[src/design/fsba_pkg.sv]
// Package for the fixed-size block allocator: request/response payload types,
// operation, status and register codes, and default sizes.
// No dependencies; used by the channel interfaces and the top level.
`default_nettype none

package fsba_pkg;

   // Defaults for the top-level parameters
   localparam int MAX_BLOCKS_DEFAULT = 256;
   localparam int WORD_BYTES_DEFAULT = 8;

   // Field widths fixed by the interface
   localparam int OPERATION_WIDTH   = 2;
   localparam int FREE_INDEX_WIDTH  = 8;
   localparam int STATUS_WIDTH      = 2;
   localparam int BLOCK_INDEX_WIDTH = 8;
   localparam int OFFSET_WIDTH      = 24;
   localparam int COUNT_WIDTH       = 9;
   localparam int BLOCK_BYTES_WIDTH = 16;

   // Register file
   localparam int CSR_ADDR_WIDTH = 3;
   localparam int CSR_DATA_WIDTH = 32;

   // Saturation limit of the free counter
   localparam logic [COUNT_WIDTH-1:0] COUNT_MAX = '1;

   typedef enum logic [OPERATION_WIDTH-1:0] {
      OP_ALLOC   = 2'd0,
      OP_FREE    = 2'd1,
      OP_REBUILD = 2'd2
   } op_type;

   typedef enum logic [STATUS_WIDTH-1:0] {
      ST_OK    = 2'd0,
      ST_EMPTY = 2'd1,
      ST_RANGE = 2'd2
   } status_type;

   // Register index taken from paddr[2]
   typedef enum logic [0:0] {
      REG_BLOCK_COUNT = 1'b0,
      REG_BLOCK_BYTES = 1'b1
   } reg_index_type;

   typedef struct packed {
      logic [OPERATION_WIDTH-1:0]  operation;
      logic [FREE_INDEX_WIDTH-1:0] free_index;
   } req_type;

   typedef struct packed {
      logic [STATUS_WIDTH-1:0]      status;
      logic [BLOCK_INDEX_WIDTH-1:0] block_index;
      logic [OFFSET_WIDTH-1:0]      block_offset;
      logic [COUNT_WIDTH-1:0]       free_count;
   } rsp_type;

endpackage

`default_nettype wire

[src/design/fsba_if.sv]
// Valid/ready channel interfaces for the block allocator's request and
// response transactions. Depends on fsba_pkg for the payload types.
`default_nettype none

interface fsba_req_if;
   logic             valid;
   logic             ready;
   fsba_pkg::req_type payload;

   modport source (output valid, output payload, input ready);
   modport sink   (input valid, input payload, output ready);
endinterface

interface fsba_rsp_if;
   logic             valid;
   logic             ready;
   fsba_pkg::rsp_type payload;

   modport source (output valid, output payload, input ready);
   modport sink   (input valid, input payload, output ready);
endinterface

`default_nettype wire

[src/design/fixed_size_block_allocator.sv]
// Fixed-size block allocator over a LIFO free list of block indices.
// Depends on fsba_pkg and the channel interfaces in fsba_if.sv.
//
// Usage:
//  - req_chan carries one request per transaction: allocate, free or rebuild.
//    rsp_chan returns exactly one response per request, in order: status,
//    granted index and byte offset, and the free count after the request.
//  - csr_* is an APB-style register port: block_count at 0x0, block_bytes at
//    0x4. Writes are expected only while the allocator is idle. block_count
//    takes effect at the next rebuild and bounds free indices at once.
//  - The response is registered: it goes to the output register, or to the
//    skid register while the receiver stalls. One request per cycle while
//    req_chan.ready is high; the list head and its successor are held in
//    registers and the successor's link is prefetched from the link RAM each
//    cycle, so back-to-back allocates and frees do not wait on the RAM read.
//  - Rebuild is lazy: a background pointer writes the ascending links into
//    the link RAM in every cycle the write port is free and no rebuild is
//    taken. A free of a block that pointer has not reached yet (possible
//    only for a block that was never handed out since the rebuild) waits
//    until it has.
//  - Reset: the list holds blocks 0..min(256, MAX_BLOCKS)-1 in ascending
//    order, block_count is 256 and block_bytes is 8.
//  - Receiver stall: a response waits in the output register; one more
//    request is taken into a skid register, then req_chan.ready drops.
`default_nettype none

module fixed_size_block_allocator #(
   parameter int MAX_BLOCKS = fsba_pkg::MAX_BLOCKS_DEFAULT,
   parameter int WORD_BYTES = fsba_pkg::WORD_BYTES_DEFAULT
) (
   input  wire logic                                clock,
   input  wire logic                                reset,
   fsba_req_if.sink                                 req_chan,
   fsba_rsp_if.source                               rsp_chan,
   input  wire logic                                csr_psel,
   input  wire logic                                csr_penable,
   input  wire logic                                csr_pwrite,
   input  wire logic [fsba_pkg::CSR_ADDR_WIDTH-1:0] csr_paddr,
   input  wire logic [fsba_pkg::CSR_DATA_WIDTH-1:0] csr_pwdata,
   output logic      [fsba_pkg::CSR_DATA_WIDTH-1:0] csr_prdata,
   output logic                                     csr_pready
);

   // Index widths: AW addresses the link RAM, CW also holds the end marker
   localparam int AW   = $clog2(MAX_BLOCKS);
   localparam int CW   = AW + 1;
   localparam int CMPW = (CW > fsba_pkg::COUNT_WIDTH) ? CW : fsba_pkg::COUNT_WIDTH;
   localparam int MULW = (CW > fsba_pkg::OFFSET_WIDTH) ? CW : fsba_pkg::OFFSET_WIDTH;
   localparam logic [CW-1:0] LIST_END = CW'(MAX_BLOCKS);

   // Block size rounding: q = floor(num / WORD_BYTES) by reciprocal multiply
   localparam int NUMW   = fsba_pkg::BLOCK_BYTES_WIDTH + 1;
   localparam int ALW    = fsba_pkg::BLOCK_BYTES_WIDTH + 1;
   localparam int SHIFT  = NUMW + $clog2(WORD_BYTES);
   localparam int RECIPW = SHIFT + 1;
   localparam logic [RECIPW-1:0] RECIP = RECIPW'(((64'd1 << SHIFT) + WORD_BYTES - 1) / WORD_BYTES);
   localparam logic [ALW-1:0] WORD_ALW      = ALW'(WORD_BYTES);
   localparam logic [ALW-1:0] RESET_ALIGNED = ALW'(((8 + WORD_BYTES - 1) / WORD_BYTES) * WORD_BYTES);

   // Reset state equals a rebuild with block_count = 256
   localparam int RESET_COUNT = (MAX_BLOCKS < 256) ? MAX_BLOCKS : 256;
   localparam logic [CW-1:0] RESET_N = CW'(RESET_COUNT);
   localparam logic [fsba_pkg::COUNT_WIDTH-1:0] RESET_FREE =
      fsba_pkg::COUNT_WIDTH'(RESET_COUNT);

   // ---------------------------------------------------------------------
   // Configuration registers
   // ---------------------------------------------------------------------
   logic [fsba_pkg::COUNT_WIDTH-1:0]       block_count_ff;
   logic [fsba_pkg::BLOCK_BYTES_WIDTH-1:0] block_bytes_ff;
   logic [ALW-1:0]                         aligned_ff;
   logic [ALW-1:0]                         aligned_in;
   logic                                   csr_write;
   fsba_pkg::reg_index_type                csr_index;
   logic [NUMW-1:0]                        round_num;
   logic [NUMW+RECIPW-1:0]                 round_prod;
   logic [NUMW-1:0]                        round_q;

   assign csr_pready = 1'b1;
   assign csr_write  = csr_psel && csr_penable && csr_pwrite;
   assign csr_index  = fsba_pkg::reg_index_type'(csr_paddr[2]);

   // Round the written size up to a whole number of words; a size of zero gives one word
   always_comb begin
      round_num  = NUMW'(csr_pwdata[fsba_pkg::BLOCK_BYTES_WIDTH-1:0]) + NUMW'(WORD_BYTES - 1);
      round_prod = (NUMW+RECIPW)'(round_num) * (NUMW+RECIPW)'(RECIP);
      round_q    = round_prod[SHIFT +: NUMW];
      if (csr_pwdata[fsba_pkg::BLOCK_BYTES_WIDTH-1:0] == '0) begin
         aligned_in = WORD_ALW;
      end else begin
         aligned_in = ALW'(round_q * NUMW'(WORD_BYTES));
      end
   end

   always_ff @(posedge clock) begin
      if (reset) begin
         block_count_ff <= fsba_pkg::COUNT_WIDTH'(256);
         block_bytes_ff <= fsba_pkg::BLOCK_BYTES_WIDTH'(8);
         aligned_ff     <= RESET_ALIGNED;
      end else if (csr_write) begin
         case (csr_index)
            fsba_pkg::REG_BLOCK_COUNT: begin
               block_count_ff <= csr_pwdata[fsba_pkg::COUNT_WIDTH-1:0];
            end
            fsba_pkg::REG_BLOCK_BYTES: begin
               block_bytes_ff <= csr_pwdata[fsba_pkg::BLOCK_BYTES_WIDTH-1:0];
               aligned_ff     <= aligned_in;
            end
            default: ;
         endcase
      end
   end

   // Register read-back
   always_comb begin
      case (csr_index)
         fsba_pkg::REG_BLOCK_COUNT: csr_prdata = fsba_pkg::CSR_DATA_WIDTH'(block_count_ff);
         fsba_pkg::REG_BLOCK_BYTES: csr_prdata = fsba_pkg::CSR_DATA_WIDTH'(block_bytes_ff);
         default:                   csr_prdata = '0;
      endcase
   end

   // ---------------------------------------------------------------------
   // List state
   // ---------------------------------------------------------------------
   logic [CW-1:0]                    head_ff, head_in;
   logic [CW-1:0]                    second_ff, second_in;   // successor of head
   logic [CW-1:0]                    wm_ff, wm_in;           // lazy link fill pointer
   logic [CW-1:0]                    n_ff, n_in;             // block count of last rebuild
   logic [fsba_pkg::COUNT_WIDTH-1:0] free_blocks_ff, free_blocks_in;
   logic                             expl_ff, expl_in;       // prefetched link is from RAM

   // Link RAM, one read and one write port, registered read
   logic [CW-1:0] link_mem [MAX_BLOCKS];
   logic [CW-1:0] rd_q_ff;
   logic          mem_we;
   logic [AW-1:0] mem_waddr;
   logic [CW-1:0] mem_wdata;
   logic [AW-1:0] mem_raddr;

   always_ff @(posedge clock) begin
      if (mem_we) begin
         link_mem[mem_waddr] <= mem_wdata;
      end
      // same-cycle write to the read address is forwarded
      if (mem_we && (mem_waddr == mem_raddr)) begin
         rd_q_ff <= mem_wdata;
      end else begin
         rd_q_ff <= link_mem[mem_raddr];
      end
   end

   // ---------------------------------------------------------------------
   // Request decode
   // ---------------------------------------------------------------------
   logic [fsba_pkg::OPERATION_WIDTH-1:0] op;
   logic [CMPW-1:0]                      idx_w;
   logic [CW-1:0]                        idx_c;
   logic                                 idx_ok;
   logic                                 free_wait;
   logic                                 accept;
   logic                                 skid_v_ff, skid_v_in;

   assign op     = req_chan.payload.operation;
   assign idx_w  = CMPW'(req_chan.payload.free_index);
   assign idx_c  = idx_w[CW-1:0];
   assign idx_ok = (idx_w < CMPW'(block_count_ff)) && (idx_w < CMPW'(MAX_BLOCKS));

   // A free must not land at or above the fill pointer
   assign free_wait = (op == fsba_pkg::OP_FREE) && idx_ok && (idx_c >= wm_ff);

   assign req_chan.ready = !skid_v_ff && !free_wait;
   assign accept         = req_chan.valid && req_chan.ready;

   // Effective links: entries at or above the fill pointer are still ascending
   logic [CW-1:0] second_plus, wm_plus;
   logic [CW-1:0] link_second, link_wm;

   assign second_plus = second_ff + CW'(1);
   assign wm_plus     = wm_ff + CW'(1);
   assign link_second = expl_ff ? rd_q_ff : ((second_plus < n_ff) ? second_plus : LIST_END);
   assign link_wm     = (wm_plus < n_ff) ? wm_plus : LIST_END;

   // Rebuild values from the current block_count
   logic [CMPW-1:0]                  bc_w;
   logic [CW-1:0]                    n_rb;
   logic [CMPW-1:0]                  n_rb_w;
   logic [fsba_pkg::COUNT_WIDTH-1:0] free_rb;

   assign bc_w    = CMPW'(block_count_ff);
   assign n_rb    = (bc_w > CMPW'(MAX_BLOCKS)) ? LIST_END : bc_w[CW-1:0];
   assign n_rb_w  = CMPW'(n_rb);
   assign free_rb = (n_rb_w > CMPW'(fsba_pkg::COUNT_MAX)) ? fsba_pkg::COUNT_MAX
                                                          : n_rb_w[fsba_pkg::COUNT_WIDTH-1:0];

   // Byte offset of the head block
   logic [MULW-1:0]                   head_x;
   logic [fsba_pkg::OFFSET_WIDTH-1:0] head_mul;
   logic [fsba_pkg::OFFSET_WIDTH-1:0] offset_mul;

   assign head_x     = MULW'(head_ff);
   assign head_mul   = head_x[fsba_pkg::OFFSET_WIDTH-1:0];
   assign offset_mul = head_mul * fsba_pkg::OFFSET_WIDTH'(aligned_ff);

   // ---------------------------------------------------------------------
   // Next state and response
   // ---------------------------------------------------------------------
   fsba_pkg::rsp_type rsp_new;
   logic              free_wr;
   logic              rebuild;
   logic              fill_en;

   always_comb begin
      head_in        = head_ff;
      second_in      = second_ff;
      wm_in          = wm_ff;
      n_in           = n_ff;
      free_blocks_in = free_blocks_ff;
      free_wr        = 1'b0;
      rebuild        = 1'b0;
      rsp_new        = '0;
      rsp_new.status = fsba_pkg::ST_OK;

      if (accept) begin
         case (op)
            fsba_pkg::OP_ALLOC: begin
               if (head_ff == LIST_END) begin
                  rsp_new.status = fsba_pkg::ST_EMPTY;
               end else begin
                  rsp_new.block_index  = head_x[fsba_pkg::BLOCK_INDEX_WIDTH-1:0];
                  rsp_new.block_offset = offset_mul + fsba_pkg::OFFSET_WIDTH'(WORD_BYTES);
                  head_in   = second_ff;
                  second_in = (second_ff == LIST_END) ? LIST_END : link_second;
                  if (free_blocks_ff != '0) begin
                     free_blocks_in = free_blocks_ff - fsba_pkg::COUNT_WIDTH'(1);
                  end
               end
            end
            fsba_pkg::OP_FREE: begin
               if (!idx_ok) begin
                  rsp_new.status = fsba_pkg::ST_RANGE;
               end else begin
                  free_wr   = 1'b1;
                  head_in   = idx_c;
                  second_in = head_ff;
                  if (free_blocks_ff != fsba_pkg::COUNT_MAX) begin
                     free_blocks_in = free_blocks_ff + fsba_pkg::COUNT_WIDTH'(1);
                  end
               end
            end
            fsba_pkg::OP_REBUILD: begin
               rebuild        = 1'b1;
               n_in           = n_rb;
               head_in        = (n_rb != '0) ? '0 : LIST_END;
               second_in      = (n_rb > CW'(1)) ? CW'(1) : LIST_END;
               wm_in          = '0;
               free_blocks_in = free_rb;
            end
            default: ;
         endcase
      end

      // Background link fill while the write port is free, no rebuild is taken and the fill is not done
      fill_en = !free_wr && !rebuild && (wm_ff < LIST_END);
      if (fill_en) begin
         wm_in = wm_plus;
      end

      rsp_new.free_count = free_blocks_in;
      expl_in            = second_in < wm_in;
   end

   // RAM port control: free or fill write, and prefetch of the link of the next successor
   assign mem_we    = free_wr || fill_en;
   assign mem_waddr = free_wr ? idx_c[AW-1:0] : wm_ff[AW-1:0];
   assign mem_wdata = free_wr ? head_ff : link_wm;
   assign mem_raddr = second_in[AW-1:0];

   always_ff @(posedge clock) begin
      if (reset) begin
         head_ff        <= '0;
         second_ff      <= CW'(1);
         wm_ff          <= '0;
         n_ff           <= RESET_N;
         free_blocks_ff <= RESET_FREE;
         expl_ff        <= 1'b0;
      end else begin
         head_ff        <= head_in;
         second_ff      <= second_in;
         wm_ff          <= wm_in;
         n_ff           <= n_in;
         free_blocks_ff <= free_blocks_in;
         expl_ff        <= expl_in;
      end
   end

   // ---------------------------------------------------------------------
   // Output register with skid stage
   // ---------------------------------------------------------------------
   logic              out_v_ff, out_v_in;
   fsba_pkg::rsp_type out_data_ff, out_data_in;
   fsba_pkg::rsp_type skid_data_ff, skid_data_in;
   logic              rsp_fire;

   assign rsp_fire = out_v_ff && rsp_chan.ready;

   always_comb begin
      out_v_in     = out_v_ff;
      skid_v_in    = skid_v_ff;
      out_data_in  = out_data_ff;
      skid_data_in = skid_data_ff;
      if (skid_v_ff) begin
         if (rsp_fire) begin
            out_data_in = skid_data_ff;
            skid_v_in   = 1'b0;
         end
      end else if (accept) begin
         if (!out_v_ff || rsp_fire) begin
            out_data_in = rsp_new;
            out_v_in    = 1'b1;
         end else begin
            skid_data_in = rsp_new;
            skid_v_in    = 1'b1;
         end
      end else if (rsp_fire) begin
         out_v_in = 1'b0;
      end
   end

   always_ff @(posedge clock) begin
      if (reset) begin
         out_v_ff  <= 1'b0;
         skid_v_ff <= 1'b0;
      end else begin
         out_v_ff  <= out_v_in;
         skid_v_ff <= skid_v_in;
      end
   end

   always_ff @(posedge clock) begin
      out_data_ff  <= out_data_in;
      skid_data_ff <= skid_data_in;
   end

   assign rsp_chan.valid   = out_v_ff;
   assign rsp_chan.payload = out_data_ff;

endmodule

`default_nettype wire

[src/flat_wrapper.sv]
// flat-port wrapper written by rule: the top's interface ports become plain ports
module fixed_size_block_allocator_flat 
#(
   parameter int MAX_BLOCKS = fsba_pkg::MAX_BLOCKS_DEFAULT,
   parameter int WORD_BYTES = fsba_pkg::WORD_BYTES_DEFAULT
)
  (clock, reset, csr_psel, csr_penable, csr_pwrite, csr_paddr, csr_pwdata, csr_prdata, csr_pready, req_chan_valid, req_chan_payload, req_chan_ready, rsp_chan_valid, rsp_chan_payload, rsp_chan_ready);
  fsba_req_if req_chan_i ();
  fsba_rsp_if rsp_chan_i ();
  input  wire logic clock;
  input  wire logic reset;
  input  wire logic csr_psel;
  input  wire logic csr_penable;
  input  wire logic csr_pwrite;
  input  wire logic [fsba_pkg::CSR_ADDR_WIDTH-1:0] csr_paddr;
  input  wire logic [fsba_pkg::CSR_DATA_WIDTH-1:0] csr_pwdata;
  output logic      [fsba_pkg::CSR_DATA_WIDTH-1:0] csr_prdata;
  output logic csr_pready;
  input wire logic [$bits(req_chan_i.valid)-1:0] req_chan_valid;
  input wire logic [$bits(req_chan_i.payload)-1:0] req_chan_payload;
  output wire logic [$bits(req_chan_i.ready)-1:0] req_chan_ready;
  output wire logic [$bits(rsp_chan_i.valid)-1:0] rsp_chan_valid;
  output wire logic [$bits(rsp_chan_i.payload)-1:0] rsp_chan_payload;
  input wire logic [$bits(rsp_chan_i.ready)-1:0] rsp_chan_ready;
  assign req_chan_i.valid = req_chan_valid;
  assign req_chan_i.payload = req_chan_payload;
  assign req_chan_ready = req_chan_i.ready;
  assign rsp_chan_valid = rsp_chan_i.valid;
  assign rsp_chan_payload = rsp_chan_i.payload;
  assign rsp_chan_i.ready = rsp_chan_ready;
  fixed_size_block_allocator #(.MAX_BLOCKS(MAX_BLOCKS), .WORD_BYTES(WORD_BYTES)) u_core (.clock(clock), .reset(reset), .req_chan(req_chan_i), .rsp_chan(rsp_chan_i), .csr_psel(csr_psel), .csr_penable(csr_penable), .csr_pwrite(csr_pwrite), .csr_paddr(csr_paddr), .csr_pwdata(csr_pwdata), .csr_prdata(csr_prdata), .csr_pready(csr_pready));
endmodule
[config.mk]
export PLATFORM = sky130hd
export DESIGN_NAME = fixed_size_block_allocator_flat
export DESIGN_NICKNAME = d
export VERILOG_FILES = /design/src/design/fsba_pkg.sv /design/src/design/fsba_if.sv /design/src/design/fixed_size_block_allocator.sv /design/src/flat_wrapper.sv
export SDC_FILE = /design/constraint.sdc
export NUM_CORES = 2
export LEC_CHECK = 0
export BUFFER_PORTS_ARGS = -buffer_cell sky130_fd_sc_hd__buf_2
export CAP_MARGIN = 10
export CORE_UTILIZATION = 56
export DETAILED_ROUTE_END_ITERATION = 8
export PLACE_DENSITY = 0.72
export RECOVER_POWER = 100
export SLEW_MARGIN = 15
export SYNTH_ARGS = -nofsm -noshare
export SYNTH_HDL_FRONTEND = slang
export SYNTH_SLANG_ARGS = --single-unit
[constraint.sdc]
create_clock -name clock -period 33.8 [get_ports clock]
set_input_delay 6.76 -clock clock [delete_from_list [all_inputs] [get_ports clock]]
set_output_delay 6.76 -clock clock [all_outputs]
set_load 0.1 [all_outputs]
==> results.tsv <==
metric	value	unit
minimum clock period	21.14	ns
CTS Buf Count	234	
PwrDens	60.1	nW/um2
synthesized area per cell	18.3	um2
Core Box Area	182000	um2
Setup TNS	0	ns
MaxCap Viol Count	44	
Max Clock Skew	0.0748	ns
Final Max Slew Viols	2725	
Post-Route Utilization	62.1	%
RSZ-0062 raised after global routing	no	
final worst path period share	62.6	%
CTS Hold Bufs	0	
crit path launch type	input port	
Max VDD drop	0.0000486	V
Post-synth EDFFs	2384	
synth warn	0	
crit end category	register	
initial antenna violation count	7	
peak fanout along the critical path	224	
Iter 0 DRT Violations	7372	
Port Buffer Count	91	
CP Class	input port to register	
slowest cell on the critical path	clkbuf_1	
R2R depth	10	
failing checks	capacitance limit, slew limit	
final setup violation count	0	
Synth Flop Type	edfxtp_1	
worst hold path class	register to register	
routability cong.	0.903	
vias in the first global route	53600	
# rows	156	
Worst path most repeated cell	clkbuf_1	
global-route wire length before repair	383000	um
drt drc	0	
GRT overflow	0	
Via Count	55300	
clk_lat worst skew	0.89	ns
FF-to-FF setup slack	18.41	ns
Achievable Freq	0.0473	GHz
cell area after synthesis	103000	um2
Worst Hold Depth	2	
Fin. Hold Viols	0	
critical path cell sequence	clkbuf_1 -> inv_1 -> ha_1 -> nand2b_1 -> a21o_1 -> a211oi_1 -> o21ai_0 -> a211oi_4 -> clkbuf_1 -> or3_1 -> a2bb2oi_1 -> clkbuf_1	
drt total wl	268000	um
Post-DP HPWL	162000	um
post-synth cell types	80	
Total Routing Usage GR	28.9	%
clk sinks	2479	
worst rel slew slack	-579	%
Clock Pin Slew Worst Setup and Hold Paths	0.06	ns
Root Driver	clkbuf_16	
Die Span X	430	um
max incr delay on CP	7.22	ns
share of layout cells above drive strength 1	17.8	%
P_leak	0.0369	uW
outcome	finished, violations left	
Die ar.	185000	um2
P&R area growth vs syn	9.77	%
CTS tree	yes	
vias per cell	6.66	
commonest non-fill, non-tap cell in the layout	edfxtp_1	
worst-margin pin slew	10.19	ns
fraction of registers with async set/reset	0	%
sequential element share of the synthesized area	71.6	%
largest net degree at the start of global routing	225	
# IOs	130	
post-CTS sizing	0	
drt wl/cell	32.3	um
crit path DAT	20.27	ns
commonest non-fill, non-tap cells in the layout	edfxtp_1, mux4_2, nor2_1, nand2_1, clkbuf_16	
Gate Count Post-Synth	5627	
H-tree levels	4	
Die Y	430	um
First-pass DRT Iterations	5	
Nets	5950	
CTS Buffer Depth	3	
Required @ worst endpoint	32.92	ns
initial core utilization	56.6	%
Yosys reg bits	2479	
ANT nets after route	0	
post-CTS setup buffer count	0	
[synth_stat cells (7+ instances only)]
cell / n / area (um2)
nand2b_1: 25 / 156
nand3b_1: 7 / 52.6
nor4_1: 13 / 81.3
nand2_1: 312 / 1170
a21oi_1: 119 / 596
or3_1: 8 / 50.1
or2_2: 9 / 56.3
o21a_1: 8 / 60.1
buf_2: 59 / 295
nor3_1: 39 / 195
nand3_1: 61 / 305
a22o_1: 19 / 166
mux2_2: 27 / 304
a31oi_1: 24 / 150
o22ai_1: 11 / 68.8
a311oi_1: 9 / 78.8
ha_1: 86 / 1080
inv_1: 165 / 619
a211oi_1: 27 / 203
and2_1: 103 / 644
dfxtp_1: 95 / 1900
xor2_1: 23 / 201
fa_1: 83 / 1660
mux2i_1: 173 / 1730
o21ai_0: 99 / 495
mux4_2: 555 / 12500
edfxtp_1: 2384 / 71600
o31ai_1: 27 / 203
a2111oi_0: 12 / 105
nor2b_1: 22 / 138
a21o_1: 16 / 120
buf_1: 17 / 63.8
a22oi_1: 62 / 465
and3_1: 14 / 87.6
o211ai_1: 13 / 97.6
clkbuf_1: 183 / 687
nor2_1: 397 / 1490
nand4_1: 19 / 119
buf_6: 40 / 450
buf_4: 46 / 345
a221oi_1: 71 / 622
xnor2_1: 35 / 307
[path summary, 6_finish.rpt]
check,from,endpoint
hold reg to reg,u_core.block_bytes_ff[13],u_core.block_bytes_ff[13]
setup reg to reg,u_core.wm_ff[0],u_core.link_mem[150][8]
setup / recovery,req_chan_payload[0],u_core.link_mem[150][8]
hold / removal,u_core.block_bytes_ff[13],u_core.block_bytes_ff[13]
[cell families (layout without fill, tap and decap cells)]
group	Yosys count	count (layout)	synth area share, %
fa+ha+maj	169	169	2.67
mux	755	755	14.2
xor+xnor	58	58	0.495
compound gates	597	597	4.04
other cells	2	28	0.00731
simple gates	1050	1050	4.59
buf+inv	517	797	2.49
flops	2479	2479	71.6
[routing by layer]
layer / up-vias / global-route usage (%) / routed length, um
li1: 22600 / - / -
met1: 28600 / 40.0 / 99600
met2: 3476 / 44.0 / 124000
met3: 580 / 8.53 / 34000
met4: 4 / 10.9 / 10900
met5: - / 0 / 27
[cell type report]
cell class,count,area [um2]
Clock buffer,286,6110
Antenna cell,8,20.0
Inverter,166,628
Multi-Input combinational cell,2649,26800
Sequential cell,2479,73500
Fill cell,12500,68800
Tap cell,2370,2970
Timing Repair Buffer,199,1160
Clock inverter,146,1540
[critical path: cells and delay by family]
| family | cells | cell delay, ns |
|---|---|---|
| AO/OA/AOI/OAI | 5 | 3.32 |
| buffers and inverters | 4 | 9.14 |
| AND/OR/NAND/NOR | 2 | 0.48 |
| adder cells (fa/ha/maj) | 1 | 0.30 |
[power breakdown]
group	switching [uW]	internal [uW]	total [uW]
Combinational	463	247	710
Sequential	24.3	3420	3450
Clock	1150	1470	2620
[registers in the layout, summed over array words and instances (netlist names), 14 cells and up, named ones only]
name and flops:
u_core.link_mem 2304, u_core.rsp_chan.payload 40, u_core.skid_data_ff 40, u_core.block_bytes_ff 16, u_core.aligned_ff 14
[metrics by stage]
step                      power [uW]  hold WS [ns]  setup slack, ns  area, um2  std cells
after floorplan                 4010         0.432            13.20     103000       5645
after CTS                       6770         0.451            17.62     113000       8295
after global placement          4190         0.438            17.67     105000       7863
after global routing            6940         0.476            11.68     113000       8295
after detailed placement        4200         0.443            17.65     105000       7863
final                           6780         0.449            12.66     113000       8303
Note: power is estimated with default switching activity, not from simulation.
